`src/rtl/arbf_ram.sv`:
```
// ----------------------------------------------------------------------------
// arbf_ram - generic simple dual-port RAM
// One write port, one read port, read data registered.
// ----------------------------------------------------------------------------
module arbf_ram #(
    parameter int WIDTH = 32,
    parameter int DEPTH = 64
) (
    input  logic                     i_clk,
    input  logic                     i_we,
    input  logic [$clog2(DEPTH)-1:0] i_waddr,
    input  logic [WIDTH-1:0]         i_wdata,
    input  logic [$clog2(DEPTH)-1:0] i_raddr,
    output logic [WIDTH-1:0]         o_rdata
);

    logic [WIDTH-1:0] r_mem [DEPTH];
    logic [WIDTH-1:0] r_rdata;

    always_ff @(posedge i_clk) begin
        if (i_we) begin
            r_mem[i_waddr] <= i_wdata;
        end
        r_rdata <= r_mem[i_raddr];
    end

    assign o_rdata = r_rdata;

endmodule

```
`config.mk`:
```
export PLATFORM = sky130hd
export DESIGN_NAME = arbf_ram
export DESIGN_NICKNAME = d
export VERILOG_FILES = /design/src/rtl/arbf_ram.sv
export SDC_FILE = /design/constraint.sdc
export NUM_CORES = 2
export LEC_CHECK = 0
export BUFFER_PORTS_ARGS = -buffer_cell sky130_fd_sc_hd__clkbuf_2
export CAP_MARGIN = 20
export CORE_MARGIN = 5
export CORE_UTILIZATION = 30
export DETAILED_ROUTE_END_ITERATION = 12
export GPL_ROUTABILITY_DRIVEN = 1
export PLACE_DENSITY = 0.53
export SYNTH_ARGS = -nofsm -noshare
export SYNTH_HDL_FRONTEND = slang
export SYNTH_SLANG_ARGS = --single-unit
```
`constraint.sdc`:
```
create_clock -name i_clk -period 3.3 [get_ports i_clk]
set_input_delay 0.165 -clock i_clk [delete_from_list [all_inputs] [get_ports i_clk]]
set_output_delay 0.165 -clock i_clk [all_outputs]
set_load 0.01 [all_outputs]
```
==> results.py <==
metrics = {
    "status": {
        "run_status": "complete, no violations",
    },
    "floorplan": {
        "io_pins": 78,
        "die_h_um": 522,
        "rows": 187,
        "die_w_um": 522,
        "die_area_um2": 272000,
        "core_um2": 260000,
        "start_util_pct": 30.2,
    },
    "worst_setup_path": {
        "worstPathCellList": "mux4_2 > mux4_2 > o22ai_1 > nor2_1",
        "worstPathRequired_ps": 3940,
        "slowest_delay_ps": 530,
        "crit_path_frequent_cell": "mux4_2",
        "start_kind": "flop",
        "worst-setup-path-type": "flop to flop",
        "cp.arrival_ps": 3060,
        "critPathSlowestCell": "mux4_2",
        "worstSetupEndpointType": "flop",
        "crit_path_max_fanout": 1,
    },
    "grt": {
        "grt-ovfl-total": 0,
        "grtUsageTotal_pct": 15.4,
        "grt_pass1_wl_um": 298000,
        "grt_pass1_vias": 38318,
        "antenna_found_initial": 14,
        "grt_max_degree": 65,
    },
    "placed_design": {
        "gp_congestion": 0.764,
        "post-dp-hpwl_um": 125000,
        "port_buffers": 77,
    },
    "synthesis": {
        "ys_ff_latch": 2080,
        "synth_area_leaders": "edfxtp_1 (78%), mux4_2 (16%), mux2i_1 (1.2%)",
        "yosysWarnings": 0,
        "synth-async-reset-ratio_pct": 0,
        "syn_area_per_cell_um2": 23.6,
        "ys_top_cells_by_count": "edfxtp_1 (2,048), mux4_2 (544), nor2_1 (137)",
        "synth-seq-area-share_pct": 79.1,
        "netlist_area_um2": 78500,
        "synth_top_flop_cell": "edfxtp_1",
        "synth_nets": 3370,
        "yosys.cell_count.top_type": "edfxtp_1",
        "ys_types": 34,
        "synth_edf_count": 2048,
        "synth.top_cell.area_share_pct": 78.3,
        "syn_inst": 3324,
        "synth_top_cell_by_area": "edfxtp_1",
    },
    "finish": {
        "final_nets": 3772,
        "syn_to_final_growth_pct": 18.1,
        "drive_gt1_share_pct": 32.1,
    },
    "timing": {
        "min_period_ps": 2420,
        "fin_worst_hold_slack_ps": 38.6,
        "worst_slew_pin_slew_ps": 1050,
        "setup_viol": 0,
        "finalCritPeriodShare_pct": 73.2,
        "slew-limit-headroom_pct": 30.0,
        "drv_slew": 0,
        "hold_viol": 0,
        "rsz0062_at_grt": "no",
        "fin_setup_tns_ps": 0,
        "skew_ps": 32.3,
        "max_freq_ghz": 0.414,
    },
    "cts": {
        "cts_root_buf": "clkbuf_16",
        "cts.repair.resized": 0,
        "cts_max_path_buffers": 3,
        "cts_tree": "yes",
        "htree_levels": 4,
        "clkTransAtPathRegs_ps": 60,
        "insertion_delay_ps": 850,
        "clock-sinks": 2080,
        "cts_buffers": 212,
    },
    "detailed_routing": {
        "drt_first_pass_iters": 7,
        "wl_um": 213000,
        "post_drt_via_cell_ratio": 4.99,
        "ant_nets": 0,
        "drtIter0Drc": 3994,
        "drc": 0,
        "detail_route.wl_per_cell_um": 28.7,
        "vias": 37000,
    },
    "worst_hold_path": {
        "hold_path_class": "input port to flop",
    },
    "pwr": {
        "leakagePower_nw": 28.7,
        "ir_drop_mv": 0.410,
        "powerDensity_nw_per_um2": 598,
    },
    "run": {
        "cap_violations": 0,
    },
}
==> state kept, by name, indices dropped and copies added, names as in the netlist <==
name	flops
r_mem	2048
o_rdata	32
==> cell families (layout without fill, tap and decap cells) <==
| family | count (synthesis) | after routing | share of synthesized area (%) |
|---|---|---|---|
| muxes | 637 | 637 | 16.8 |
| buffers and inverters | 182 | 772 | 1.13 |
| and+or+nand+nor | 223 | 223 | 1.27 |
| other | 0 | 5 | 0 |
| AOI/OAI and AO/OA | 202 | 202 | 1.67 |
| DFF | 2080 | 2080 | 79.1 |
==> power by group <==
part / switching [W] / internal (W) / total, W
clock network: 0.0102 / 0.0130 / 0.0232
registers: 0.000134 / 0.0292 / 0.0294
logic: 0.00171 / 0.00111 / 0.00282
==> what timing repair did <==
item,CTS,global route
buffers inserted,0,0
endpoints found under the hold margin,602,206
hold buffers,18,4
==> worst max-delay path, delay by kind of cell (launching register included) <==
kind / cells / cell delay [ps]
flip-flops: 1 / 370
AND/OR/NAND/NOR: 1 / 310
multiplexers: 2 / 1020
AO/OA/AOI/OAI: 1 / 510
==> through the flow <==
stage | instances | util [%] | cell area, um^2 | worst slack [ps] | total power (W)
after global routing | 7413 | 35.6 | 92700 | 900 | 0.0573
after floorplan | 3324 | - | 78500 | 483 | 0.0313
after CTS | 7401 | 35.6 | 92500 | 803 | 0.0560
final | 7415 | 35.6 | 92700 | 884 | 0.0554
after global placement | 6980 | 32.9 | 85600 | 86.7 | 0.0328
after detailed placement | 6981 | 32.9 | 85600 | 81.8 | 0.0328
==> path summary, 6_finish.rpt <==
| kind | from | to | slack [ps] | cells past startpoint |
|---|---|---|---|---|
| worst max-delay path | r_mem[31][24] | o_rdata[24] | 880 | 4 |
| worst min-delay path | i_wdata[25] | r_mem[24][25] | 40 | 1 |
| worst max register to register | r_mem[31][24] | o_rdata[24] | 880 | 4 |
| worst min register to register | r_mem[28][4] | o_rdata[4] | 770 | 4 |
==> routing by layer <==
layer | global-route usage, % | vias to the layer above | routed length (um)
li1 | - | 15105 | -
met1 | 21.3 | 20291 | 91100
met2 | 25.0 | 1318 | 103000
met3 | 2.76 | 280 | 13300
met4 | 4.26 | 6 | 5470
met5 | 0 | - | 34
==> cells in the final DEF (no fill, tap or decap), drive strengths merged, types with 7 or more instances in the layout <==
cell type | synthesis | routed
edfxtp | 2048 | 2048
nand2b | 8 | 8
a21oi | 62 | 62
nor2 | 137 | 137
a311oi | 8 | 8
o22ai | 84 | 84
clkbuf | 74 | 346
o221ai | 27 | 27
a22oi | 12 | 12
clkinvlp | 0 | 8
nor2b | 15 | 15
bufinv | 0 | 12
mux2i | 93 | 93
nand2 | 26 | 26
inv | 0 | 9
clkinv | 0 | 100
mux4 | 544 | 544
dfxtp | 32 | 32
nor3 | 7 | 7
dlygate4sd3 | 0 | 22
buf | 108 | 275
==> layout make-up <==
type	count	area, um^2
repair buffers	370	3410
clock inverters	129	1150
multi-input cells	1062	16000
diodes	5	12.5
clock buffers	273	5620
fillers	23940	167000
flip-flops and latches	2080	62100
well taps	3496	4370
Power figures use the tool's default switching activity.
